<file path="src/rtl/dq_pkg.sv">
`default_nettype none
package dq_pkg;

  localparam int unsigned DEPTH_DEFAULT = 64;
  localparam int unsigned WORD_W        = 32;
  localparam int unsigned CMD_W         = 3;
  localparam int unsigned STATUS_W      = 2;
  localparam int unsigned COUNT_OUT_W   = 7;

  typedef enum logic [CMD_W-1:0] {
    CMD_PUSH_FRONT = 3'd0,
    CMD_PUSH_BACK  = 3'd1,
    CMD_POP_FRONT  = 3'd2,
    CMD_POP_BACK   = 3'd3,
    CMD_PEEK_FRONT = 3'd4,
    CMD_PEEK_BACK  = 3'd5,
    CMD_CLEAR      = 3'd6
  } cmd_t;

  typedef enum logic [STATUS_W-1:0] {
    ST_DONE  = 2'd0,
    ST_EMPTY = 2'd1,
    ST_FULL  = 2'd2
  } status_t;

  typedef enum logic {
    S_IDLE = 1'b0,
    S_FIN  = 1'b1
  } state_t;

  // controller -> datapath
  typedef struct packed {
    logic exec;
    logic load_out;
  } dq_cmd_t;

  // datapath -> controller
  typedef struct packed {
    logic out_free;
  } dq_sts_t;

endpackage
`default_nettype wire

</file>
<file path="src/rtl/dq_ctrl.sv">
`default_nettype none
module dq_ctrl (
  input  wire logic            clk,
  input  wire logic            rst_n,
  input  wire logic            in_valid,
  output logic                 in_ready,
  input  wire dq_pkg::dq_sts_t sts,
  output dq_pkg::dq_cmd_t      cmd
);
  import dq_pkg::*;

  state_t state_r;
  state_t state_nxt;

  always_ff @(posedge clk) begin
    if (!rst_n) begin
      state_r <= S_IDLE;
    end else begin
      state_r <= state_nxt;
    end
  end

  always_comb begin
    state_nxt = state_r;
    unique case (state_r)
      S_IDLE: begin
        if (in_valid) state_nxt = S_FIN;
      end
      S_FIN: begin
        // hold until the result register can take the response
        if (sts.out_free) state_nxt = S_IDLE;
      end
      default: state_nxt = S_IDLE;
    endcase
  end

  always_comb begin
    in_ready     = 1'b0;
    cmd.exec     = 1'b0;
    cmd.load_out = 1'b0;
    unique case (state_r)
      S_IDLE: begin
        in_ready = 1'b1;
        cmd.exec = in_valid;
      end
      S_FIN: begin
        cmd.load_out = sts.out_free;
      end
      default: ;
    endcase
  end

  a_exec_only_idle: assert property (@(posedge clk) disable iff (!rst_n)
    cmd.exec |-> state_r == S_IDLE)
    else $error("request executed outside idle");

  a_exec_then_fin: assert property (@(posedge clk) disable iff (!rst_n)
    cmd.exec |=> state_r == S_FIN)
    else $error("executed request did not move to finish");

  a_fin_waits: assert property (@(posedge clk) disable iff (!rst_n)
    state_r == S_FIN && !sts.out_free |=> state_r == S_FIN)
    else $error("finish left while result register busy");

endmodule
`default_nettype wire

</file>
<file path="src/rtl/dq_datapath.sv">
`default_nettype none
module dq_datapath #(
  parameter int unsigned DEPTH = dq_pkg::DEPTH_DEFAULT
) (
  input  wire logic                              clk,
  input  wire logic                              rst_n,
  input  wire dq_pkg::dq_cmd_t                   cmd,
  output dq_pkg::dq_sts_t                        sts,
  input  wire logic [dq_pkg::CMD_W-1:0]          in_command,
  input  wire logic signed [dq_pkg::WORD_W-1:0]  in_value,
  output logic                                   out_valid,
  input  wire logic                              out_ready,
  output logic signed [dq_pkg::WORD_W-1:0]       out_read_word,
  output logic [dq_pkg::STATUS_W-1:0]            out_status,
  output logic [dq_pkg::COUNT_OUT_W-1:0]         out_entry_count
);
  import dq_pkg::*;

  localparam int unsigned PW = (DEPTH > 1) ? $clog2(DEPTH) : 1;
  localparam int unsigned CW = $clog2(DEPTH + 1);
  localparam int unsigned SW = CW + 1;
  localparam logic [PW-1:0] LAST_POS   = PW'(DEPTH - 1);
  localparam logic [CW-1:0] FULL_COUNT = CW'(DEPTH);
  localparam logic [SW-1:0] DEPTH_S    = SW'(DEPTH);

  logic [WORD_W-1:0] mem [DEPTH];
  logic [WORD_W-1:0] mem_q_r;

  logic [PW-1:0] head_r, head_nxt;
  logic [CW-1:0] count_r, count_nxt;

  // response info captured at execute
  status_t       rsp_status_r, rsp_status_nxt;
  logic          rsp_read_r, rsp_read_nxt;

  logic                 out_valid_r;
  logic [WORD_W-1:0]    out_word_r;
  status_t              out_status_r;
  logic [CW-1:0]        out_count_r;

  logic          wr_en, rd_en;
  logic [PW-1:0] wr_addr, rd_addr;
  logic          full, empty;
  logic [PW-1:0] head_inc, head_dec, tail_pos, back_pos;
  logic [SW-1:0] tail_sum, back_sum;
  cmd_t          op;

  assign op    = cmd_t'(in_command);
  assign full  = (count_r == FULL_COUNT);
  assign empty = (count_r == '0);

  assign head_inc = (head_r == LAST_POS) ? '0 : head_r + 1'b1;
  assign head_dec = (head_r == '0) ? LAST_POS : head_r - 1'b1;

  assign tail_sum = SW'(head_r) + SW'(count_r);
  assign tail_pos = (tail_sum >= DEPTH_S) ? PW'(tail_sum - DEPTH_S) : PW'(tail_sum);
  // only used when not empty, so the sum never underflows
  assign back_sum = tail_sum - 1'b1;
  assign back_pos = (back_sum >= DEPTH_S) ? PW'(back_sum - DEPTH_S) : PW'(back_sum);

  always_comb begin
    head_nxt       = head_r;
    count_nxt      = count_r;
    rsp_status_nxt = rsp_status_r;
    rsp_read_nxt   = rsp_read_r;
    wr_en          = 1'b0;
    wr_addr        = tail_pos;
    rd_en          = 1'b0;
    rd_addr        = head_r;
    if (cmd.exec) begin
      rsp_status_nxt = ST_DONE;
      rsp_read_nxt   = 1'b0;
      case (op)
        CMD_PUSH_FRONT, CMD_PUSH_BACK: begin
          if (full) begin
            rsp_status_nxt = ST_FULL;
          end else begin
            wr_en     = 1'b1;
            count_nxt = count_r + 1'b1;
            if (op == CMD_PUSH_FRONT) begin
              head_nxt = head_dec;
              wr_addr  = head_dec;
            end
          end
        end
        CMD_POP_FRONT, CMD_PEEK_FRONT: begin
          if (empty) begin
            rsp_status_nxt = ST_EMPTY;
          end else begin
            rd_en        = 1'b1;
            rsp_read_nxt = 1'b1;
            if (op == CMD_POP_FRONT) begin
              head_nxt  = head_inc;
              count_nxt = count_r - 1'b1;
            end
          end
        end
        CMD_POP_BACK, CMD_PEEK_BACK: begin
          if (empty) begin
            rsp_status_nxt = ST_EMPTY;
          end else begin
            rd_en        = 1'b1;
            rsp_read_nxt = 1'b1;
            rd_addr      = back_pos;
            if (op == CMD_POP_BACK) count_nxt = count_r - 1'b1;
          end
        end
        CMD_CLEAR: begin
          head_nxt  = '0;
          count_nxt = '0;
        end
        default: ;
      endcase
    end
  end

  always_ff @(posedge clk) begin
    if (wr_en) mem[wr_addr] <= in_value;
    if (rd_en) mem_q_r <= mem[rd_addr];
  end

  always_ff @(posedge clk) begin
    if (!rst_n) begin
      head_r  <= '0;
      count_r <= '0;
    end else begin
      head_r  <= head_nxt;
      count_r <= count_nxt;
    end
  end

  always_ff @(posedge clk) begin
    rsp_status_r <= rsp_status_nxt;
    rsp_read_r   <= rsp_read_nxt;
  end

  always_ff @(posedge clk) begin
    if (!rst_n) begin
      out_valid_r <= 1'b0;
    end else if (cmd.load_out) begin
      out_valid_r <= 1'b1;
    end else if (out_ready) begin
      out_valid_r <= 1'b0;
    end
  end

  always_ff @(posedge clk) begin
    if (cmd.load_out) begin
      out_word_r   <= rsp_read_r ? mem_q_r : '0;
      out_status_r <= rsp_status_r;
      out_count_r  <= count_r;
    end
  end

  assign sts.out_free    = !out_valid_r || out_ready;
  assign out_valid       = out_valid_r;
  assign out_read_word   = out_word_r;
  assign out_status      = out_status_r;
  assign out_entry_count = COUNT_OUT_W'(out_count_r);

  a_count_bound: assert property (@(posedge clk) disable iff (!rst_n)
    count_r <= FULL_COUNT)
    else $error("entry count above depth");

  a_full_push_holds: assert property (@(posedge clk) disable iff (!rst_n)
    cmd.exec && full && (op == CMD_PUSH_FRONT || op == CMD_PUSH_BACK)
    |=> count_r == $past(count_r) && head_r == $past(head_r))
    else $error("refused push changed the queue");

  a_pop_decrements: assert property (@(posedge clk) disable iff (!rst_n)
    cmd.exec && !empty && (op == CMD_POP_FRONT || op == CMD_POP_BACK)
    |=> count_r == $past(count_r) - 1'b1)
    else $error("pop did not drop one entry");

  a_no_overwrite: assert property (@(posedge clk) disable iff (!rst_n)
    cmd.load_out |-> sts.out_free)
    else $error("result register loaded while busy");

endmodule
`default_nettype wire

</file>
<file path="src/rtl/double_ended_queue_core.sv">
`default_nettype none
// Double-ended queue of 32-bit signed words in a circular store of DEPTH
// entries (a single-port-write, registered-read memory). Each request names
// push front/back, pop front/back, peek front/back or clear, and yields
// exactly one response with the word read (zero unless a pop or peek
// succeeded), a status (done, empty, full) and the entry count after the
// request. The accepting cycle updates the pointers and issues the write
// or the read; the finish state then moves the registered read data into
// the response register once it is free, and a new request is taken only
// after that, back in idle. The response register decouples the sides: a
// request is accepted while the previous response still waits, and only
// a second finished response stalls on out_ready. No clearing pass after
// reset; entries are read only after being pushed. entry_count is 7 bits
// wide and exact for DEPTH up to 127.
module double_ended_queue_core #(
  parameter int unsigned DEPTH = dq_pkg::DEPTH_DEFAULT
) (
  input  wire logic                              clk,
  input  wire logic                              rst_n,
  input  wire logic                              in_valid,
  output logic                                   in_ready,
  input  wire logic [dq_pkg::CMD_W-1:0]          in_command,
  input  wire logic signed [dq_pkg::WORD_W-1:0]  in_value,
  output logic                                   out_valid,
  input  wire logic                              out_ready,
  output logic signed [dq_pkg::WORD_W-1:0]       out_read_word,
  output logic [dq_pkg::STATUS_W-1:0]            out_status,
  output logic [dq_pkg::COUNT_OUT_W-1:0]         out_entry_count
);
  import dq_pkg::*;

  dq_cmd_t cmd;
  dq_sts_t sts;

  dq_ctrl u_ctrl (
    .clk      (clk),
    .rst_n    (rst_n),
    .in_valid (in_valid),
    .in_ready (in_ready),
    .sts      (sts),
    .cmd      (cmd)
  );

  dq_datapath #(
    .DEPTH (DEPTH)
  ) u_datapath (
    .clk             (clk),
    .rst_n           (rst_n),
    .cmd             (cmd),
    .sts             (sts),
    .in_command      (in_command),
    .in_value        (in_value),
    .out_valid       (out_valid),
    .out_ready       (out_ready),
    .out_read_word   (out_read_word),
    .out_status      (out_status),
    .out_entry_count (out_entry_count)
  );

endmodule
`default_nettype wire
</file>
<file path="config.mk">
export PLATFORM = sky130hd
export DESIGN_NAME = double_ended_queue_core
export DESIGN_NICKNAME = d
export VERILOG_FILES = /design/src/rtl/dq_pkg.sv /design/src/rtl/dq_ctrl.sv /design/src/rtl/dq_datapath.sv /design/src/rtl/double_ended_queue_core.sv
export SDC_FILE = /design/constraint.sdc
export NUM_CORES = 2
export LEC_CHECK = 0
export BUFFER_PORTS_ARGS = -buffer_cell sky130_fd_sc_hd__buf_2
export CAP_MARGIN = 15
export CORE_ASPECT_RATIO = 1.2
export CORE_MARGIN = 3
export CORE_UTILIZATION = 30
export CTS_CLUSTER_DIAMETER = 80
export DETAILED_ROUTE_END_ITERATION = 16
export GPL_TIMING_DRIVEN = 0
export SYNTH_ARGS = -nofsm -noshare
export SYNTH_HDL_FRONTEND = slang
export SYNTH_HIERARCHICAL = 1
export SYNTH_SLANG_ARGS = --single-unit
</file>
<file path="constraint.sdc">
create_clock -name clk -period 6.2 [get_ports clk]
set_clock_uncertainty 0.15 [all_clocks]
set_input_delay 1.24 -clock clk [delete_from_list [all_inputs] [get_ports clk]]
set_output_delay 1.24 -clock clk [all_outputs]
set_load 0.05 [all_outputs]
</file>
Word level (Yosys, flattened, before mapping)
Memory sizes are Yosys's and may differ from the RTL's. A register that Yosys moved wholly into a read port is not among the register bits.
Index checks and enable logic that the tools add are counted.
{"block": "classes", "n_mux": 41, "reduce_logical": 14, "order_cmp": 2, "n_bitwise": 1, "add_sub_neg": 8, "n_eq_ne": 14}
{"cell": "2-to-1 mux 6 bit", "n": 15}
{"cell": "2-to-1 mux 7 bit", "n": 5}
{"cell": "one-hot mux 7 bit (4 select lines)", "n": 1}
{"cell": "one-hot mux 6 bit (3 select lines)", "n": 1}
{"cell": "subtractor 6 x 1 -> 6 bit, second input constant", "n": 3}
{"cell": ">= comparator 8 x 7 -> 1 bit, second input constant", "n": 2}
{"cell": "2-to-1 mux 1 bit", "n": 16}
{"cell": "equality test 3 bit, second input constant", "n": 3}
{"cell": "adder 6 x 7 -> 8 bit", "n": 1}
{"cell": "subtractor 8 x 1 -> 8 bit, second input constant", "n": 1}
{"cell": "adder 7 x 1 -> 7 bit, second input constant", "n": 1}
{"cell": "equality test 7 bit, second input constant", "n": 1}
{"cell": "logical NOT 7 bit", "n": 1}
{"cell": "AND reduction 7 bit", "n": 1}
{"cell": "subtractor 7 x 1 -> 7 bit, second input constant", "n": 1}
{"cell": "adder 6 x 1 -> 6 bit, second input constant", "n": 1}
{"cell": "equality test 3 x 2 -> 1 bit, second input constant", "n": 2}
{"cell": "equality test 6 bit, second input constant", "n": 1}
{"cell": "logical NOT 6 bit", "n": 1}
{"cell": "!= test 2 x 1 -> 1 bit, second input constant", "n": 3}
{"cell": "!= test 2 bit, second input constant", "n": 3}
{"cell": "AND reduction 6 bit", "n": 1}
{"cell": "OR reduction 2 bit", "n": 3}
{"cell": "one-hot mux 2 bit (2 select lines)", "n": 1}
{"cell": "other kinds (11)", "n": 11}
{"block": "word_totals", "ram_bits": 2048, "output_inout_bits": 43, "input_bits": 39, "elab_cells": 90, "register_bits": 59, "memories": 1}
{"memory": "u_datapath.mem", "depth": 64, "word_bits": 32, "rd": 1, "rd_clocked_by_memory_dff": 1, "write_ports": 1, "line_no": "dq_datapath.sv:26", "source": "logic [WORD_W-1:0] mem [DEPTH];"}

Logic depth before layout (Yosys ltp)
{"block": "logic_depth", "ltp_word": 7, "ltp_mapped": 14, "ltp_nobuf": 12}

Hierarchy
The synthesis kept the hierarchy.
{"module": "dq_datapath", "cells_per_inst": 5377, "n_inst": 1, "seq_area_each_um2": 64061.4, "area_each_um2": 84284.6}
{"module": "dq_ctrl", "cells_per_inst": 6, "n_inst": 1, "seq_area_each_um2": 20.0, "area_each_um2": 50.0}

Least setup slack after synthesis
OpenSTA, ideal clock, no wires.
{"block": "synth_timing", "path_type": "input to register", "startpoint": "in in_command[2] in the netlist's numbering", "endpoint": "mem u_datapath.mem[0][0], enable pin", "setup_time_ns": 0.421, "setup_slack_ns": 1.068, "path_buffers": 2, "stages": 10, "t_required_ns": 5.629, "arrival_time_ns": 4.561, "path_cell_list": "buf_4 inv_1 ha_1 nand3_1 nor4_2 clkbuf_1 nand2_1 o21ai_0 nand2_1 nor2_1"}
{"block": "synth_via", "elab_chain_cells": 6, "word_cells_on_any_way": 11, "classes_between": "eq/ne: 1; mux: 8; reduce/logical: 2"}
{"element": "start, declared", "line_no": "double_ended_queue_core.sv:22", "source": "input wire logic [dq_pkg::CMD_W-1:0] in_command,"}
{"element": "equality test 3 x 1 -> 1 bit or logical NOT 3 bit (tied branches)", "line_no": "dq_datapath.sv:73, dq_datapath.sv:80"}
{"element": "OR reduction 2 bit", "line_no": "dq_datapath.sv:73", "source": "case (op)"}
{"element": "2-to-1 mux 1 bit", "line_no": "dq_datapath.sv:73"}
{"element": "2-to-1 mux 1 bit", "line_no": "dq_datapath.sv:70", "source": "if (cmd.exec) begin"}
{"element": "2-to-1 mux 1 bit", "line_no": "dq_datapath.sv:118", "source": "if (wr_en) mem[wr_addr] <= in_value;"}
{"element": "2-to-1 mux 1 bit (not written as such)", "line_no": "dq_datapath.sv:118"}
{"element": "end, declared", "line_no": "dq_datapath.sv:26"}
Several ways; a longest one is shown, not always the timed one.

Final worst setup path
{"block": "layout_timing", "startpoint": "reg u_datapath.count_r[0]", "endpoint": "reg u_datapath.mem_q_r[22], read port of u_datapath.mem (data pin)"}
{"block": "layout_via", "elab_chain_cells": 7, "word_cells_on_any_way": 12, "classes_between": "add/sub: 3; order compare: 1; mux: 7; reduce/logical: 1"}
{"element": "start, declared", "line_no": "dq_datapath.sv:30", "source": "logic [CW-1:0] count_r, count_nxt;"}
{"element": "start signal, assigned", "line_no": "dq_datapath.sv:128", "source": "count_r <= count_nxt;"}
{"element": "adder 6 x 7 -> 8 bit", "line_no": "dq_datapath.sv:55", "source": "assign tail_sum = SW'(head_r) + SW'(count_r);"}
{"element": "subtractor 8 x 1 -> 8 bit", "line_no": "dq_datapath.sv:58", "source": "assign back_sum = tail_sum - 1'b1;"}
{"element": ">= comparator 8 x 7 -> 1 bit or subtractor 6 x 1 -> 6 bit (tied branches)", "line_no": "dq_datapath.sv:59", "source": "assign back_pos = (back_sum >= DEPTH_S) ? PW'(back_sum - DEPTH_S) : PW'(back_sum);"}
{"element": "2-to-1 mux 6 bit", "line_no": "dq_datapath.sv:59"}
{"element": "2-to-1 mux 6 bit", "line_no": "dq_datapath.sv:99", "source": "if (empty) begin"}
{"element": "2-to-1 mux 6 bit", "line_no": "dq_datapath.sv:73"}
{"element": "2-to-1 mux 6 bit", "line_no": "dq_datapath.sv:70"}
{"element": "end, declared", "line_no": "dq_datapath.sv:27", "source": "logic [WORD_W-1:0] mem_q_r;"}
Several ways; a longest one is shown, not always the timed one.
A chain may end at the register's enable or synchronous reset.

==> qor.csv <==
stage,metric,value,unit
status,status,finished clean,
clock_tree,CTS tree,done,
worst_setup_path,R2R depth,12,
pwr,leakage,35.7,nW
worst_setup_path,Critical Path End Type,register,
cells_and_area,area grow syn2layout,17.9,%
logic_synthesis,"Avg Cell Area, Syn",15.7,µm²
logic_synthesis,synth unique cells,65,
worst_setup_path,"slowest stage delay, CP",1120,ps
sta,RSZ-0062 raised after global routing,no,
pwr,Cell Pwr Density,327,nW/µm²
logic_synthesis,synth top area cells,"edfxtp_1, mux2i_1, nand2_1",
logic_synthesis,cell area after synthesis,84300,µm²
sta,hold_ws,272,ps
place,detailed placement HPWL,185000,µm
worst_setup_path,Top delay family on crit path,simple AND/OR/NAND/NOR gates,
worst_setup_path,stages on the worst setup path,12,
sta,"Slew Viols, Final",0,
sta,slew margin rel.,0.0455,
logic_synthesis,main flop type after synthesis,edfxtp_1,
clock_tree,TritonCTS Buffers,212,
worst_hold_path,hold crit path type,register to register,
route,WL/cell,27.1,µm
grt,number of global-route vias before repair,50278,
place,Placed Cells,9315,
worst_setup_path,CP max-delay cell,o311ai_0,
worst_hold_path,HP Start,u_datapath/rsp_status_r[1]$_DFFE_PP_,
sta,Fin. Hold Viols,0,
logic_synthesis,largest family of logic cells by synthesized area,compound AO/OA/AOI/OAI gates,
logic_synthesis,Yosys reg bits,2139,
logic_synthesis,adder-cell share of the synthesized area,0.00285,
clock_tree,Clock Latency Late Sink,850,ps
worst_hold_path,Hold Crit Depth,0,
clock_tree,Sink Count,2139,
worst_setup_path,"most used cell, CP",ha_1,
cells_and_area,register area,64100,µm²
die,Rows,212,
place,DP Area,92300,µm²
die,Initial Util,0.303,
route,Vias/cell,5.27,
die,die width,490,µm
logic_synthesis,"Net Count, Synth",5440,
place,I/O Buffers,80,
route,Detailed Routing Iterations Pass 1,6,
worst_setup_path,CP bufs+invs,2,
sta,period utilisation layout,0.991,
die,die area,288000,µm²
sta,actual slew at the worst max-slew pin,1410,ps
die,chip height,587,µm
clock_tree,Clock Tree Root,clkbuf_16,
worst_setup_path,Critical Path Source,u_datapath/count_r[0]$_SDFFE_PN0P_,
place,pre-CTS setup slack,-566,ps
route,DRC,0,
clock_tree,H-tree levels,4,
cells_and_area,Final Cell Area,99400,µm²
cells_and_area,Final nets,5850,
sta,final setup vio count,0,
cells_and_area,fillers,26171,
clock_tree,CTS resizes,0,
worst_setup_path,Critical Path AT,6380,ps
grt,largest net degree at the start of global routing,65,
clock_tree,Clock Pin Slew Worst Setup and Hold Paths,60,ps
sta,min Tclk post-route,6140,ps
worst_setup_path,Critical Path RT,6430,ps
route,initial drt markers,5728,
logic_synthesis,top-area cell type share of the netlist area,0.756,
clock_tree,CTS Hold Buffers Added,0,
cells_and_area,share of layout cells above drive strength 1,0.132,
die,Ports,82,
route,DRT antenna net count,0,
logic_synthesis,warnings from Yosys,6,
place,GP Congestion,0.967,
logic_synthesis,Syn Inst Count,5383,
logic_synthesis,mux contribution to synthesized area,0.0478,
logic_synthesis,register area share after synthesis,0.760,
run,total of max-cap violations,0,
worst_setup_path,crit start category,register,
cells_and_area,Layout Cells excl Fill,9735,
grt,Total GRT Usage,0.177,
worst_setup_path,crit-path cells,ha_1 -> fa_1 -> inv_1 -> ha_1 -> xnor2_1 -> mux2i_4 -> nor2_4 -> buf_2 -> a32oi_1 -> and3_1 -> o311ai_0 -> nand4_1,
grt,grt ovf,0,
grt,initial antenna violation count,21,
cells_and_area,Multi-input gate area,19100,µm²
logic_synthesis,"area leader, netlist",edfxtp_1,
worst_setup_path,worst setup path class,register to register,
pwr,worst vdd rail ir drop,235,µV
route,final WL,264000,µm
logic_synthesis,Synth Area in Compound Gates,0.108,
worst_setup_path,CP max FO,10,
logic_synthesis,XOR/XNOR Fraction of Synth Area,0.00191,
grt,first-pass GRT wire length,368000,µm
route,total number of vias,51337,
clock_tree,clk buf depth,3,
logic_synthesis,Post-synth EDFFs,2124,
die,CORE AREA,279000,µm²
sta,setup ws final,55.8,ps
sta,Max Fclk,0.163,GHz
logic_synthesis,fraction of registers with async set/reset,0,
worst_setup_path,FF-to-FF Start,u_datapath/count_r[0]$_SDFFE_PN0P_,
clock_tree,post-CTS setup buffer count,0,
logic_synthesis,simple-gate share of the synthesized area,0.0584,
## per-layer routing
metal  GRT usage  routed length (µm)
met1       0.216               99000
met2       0.286              125000
met3      0.0393               22900
met4       0.106               17200
met5           0                  52
## flip-flops by register name, summed over array words and instances, names as in the netlist, 2 cells and up
signal / flops
u_datapath/mem: 2048
u_datapath/mem_q_r: 32
u_datapath/out_read_word: 32
u_datapath/count_r: 7
u_datapath/out_entry_count: 7
u_datapath/head_r: 6
u_datapath/out_status: 2
u_datapath/rsp_status_r: 2
## path summary, 6_finish.rpt
kind                                              to  slack, ps
hold / removal    u_datapath/out_status[1]$_DFFE_PP_        270
setup reg to reg    u_datapath/mem_q_r[22]$_DFFE_PP_         60
hold reg to reg   u_datapath/out_status[1]$_DFFE_PP_        270
setup / recovery    u_datapath/mem_q_r[22]$_DFFE_PP_         60
## cells in the final DEF, fill, tap and decap left out, types with 17 or more instances in the layout
| master | instances |
|---|---|
| o311ai_0 | 23 |
| and2_1 | 38 |
| mux2i_1 | 397 |
| nor2_1 | 23 |
| buf_16 | 39 |
| clkbuf_1 | 190 |
| buf_1 | 31 |
| nor2_4 | 65 |
| clkinv_1 | 56 |
| o211ai_1 | 63 |
| a32oi_1 | 253 |
| a22o_1 | 128 |
| diode_2 | 17 |
| a21o_1 | 129 |
| and3_1 | 130 |
| edfxtp_1 | 2124 |
| a211oi_1 | 124 |
| buf_2 | 218 |
| a21oi_1 | 389 |
| clkbuf_16 | 215 |
| buf_4 | 53 |
| clkinv_2 | 46 |
| nand2_1 | 803 |
| bufinv_16 | 21 |
| buf_12 | 57 |
| nand4_1 | 33 |
| o311ai_1 | 26 |
| o22ai_1 | 67 |
## report_power, final
part | internal, mW | total, mW | switching (mW)
clock network | 7.24 | 12.7 | 5.50
registers | 16.0 | 16.0 | 0.0349
logic | 1.03 | 3.76 | 2.73
## worst register-to-register path: stages (launching register included)
cell      delay [ps]
dfxtp_1          410
ha_1             260
fa_1             590
inv_1            110
ha_1             240
xnor2_1          360
mux2i_4          290
nor2_4           680
buf_2            400
a32oi_1          100
and3_1           240
o311ai_0        1120
nand4_1          720
## cell families after synthesis
| family | after synthesis |
|---|---|
| flops | 2139 |
| simple gates | 1141 |
| xor+xnor | 16 |
| mux | 401 |
| buf+inv | 392 |
| compound gates | 1276 |
| fa+ha+maj | 18 |
## metrics by stage
stage               TNS [ps]  power, mW  utilization
floorplan                  0       18.2            -
global placement    -2761840       19.9        0.321
detailed placement     -4830       20.0        0.331
CTS                        0       32.6        0.356
global route               0       33.5        0.356
finish                     0       32.5        0.357
## Yosys cell counts, types with 6 or more instances
master    count
buf_2       150
a32oi_1     253
o22ai_1      67
o311ai_1     36
nor2_1       87
buf_4        33
clkbuf_1    160
a21boi_0      6
a211oi_1    124
ha_1         16
nand4_1      33
o311ai_0     27
inv_1        16
a21o_1      129
edfxtp_1   2124
dfxtp_1      15
nand2_1     803
a21oi_1     389
o211ai_1     63
and2_1       39
xnor2_1      11
a22o_1      128
and3_1      131
nor2b_1      11
mux2i_1     397
o21a_1        6
nand3_1      13
o21ai_0      15
buf_1        31
## area by class of cell
type,count,share of cell area
plain buffers,376,0.0175
flip-flops and latches,2139,0.645
inverters,16,0.000604
clock buffers,245,0.0552
multi-input cells,2852,0.192
repair buffers,196,0.0286
clock inverters,149,0.0143
diodes,17,0.000428
well taps,3745,0.0471
Note: power is estimated with default switching activity, not from simulation.
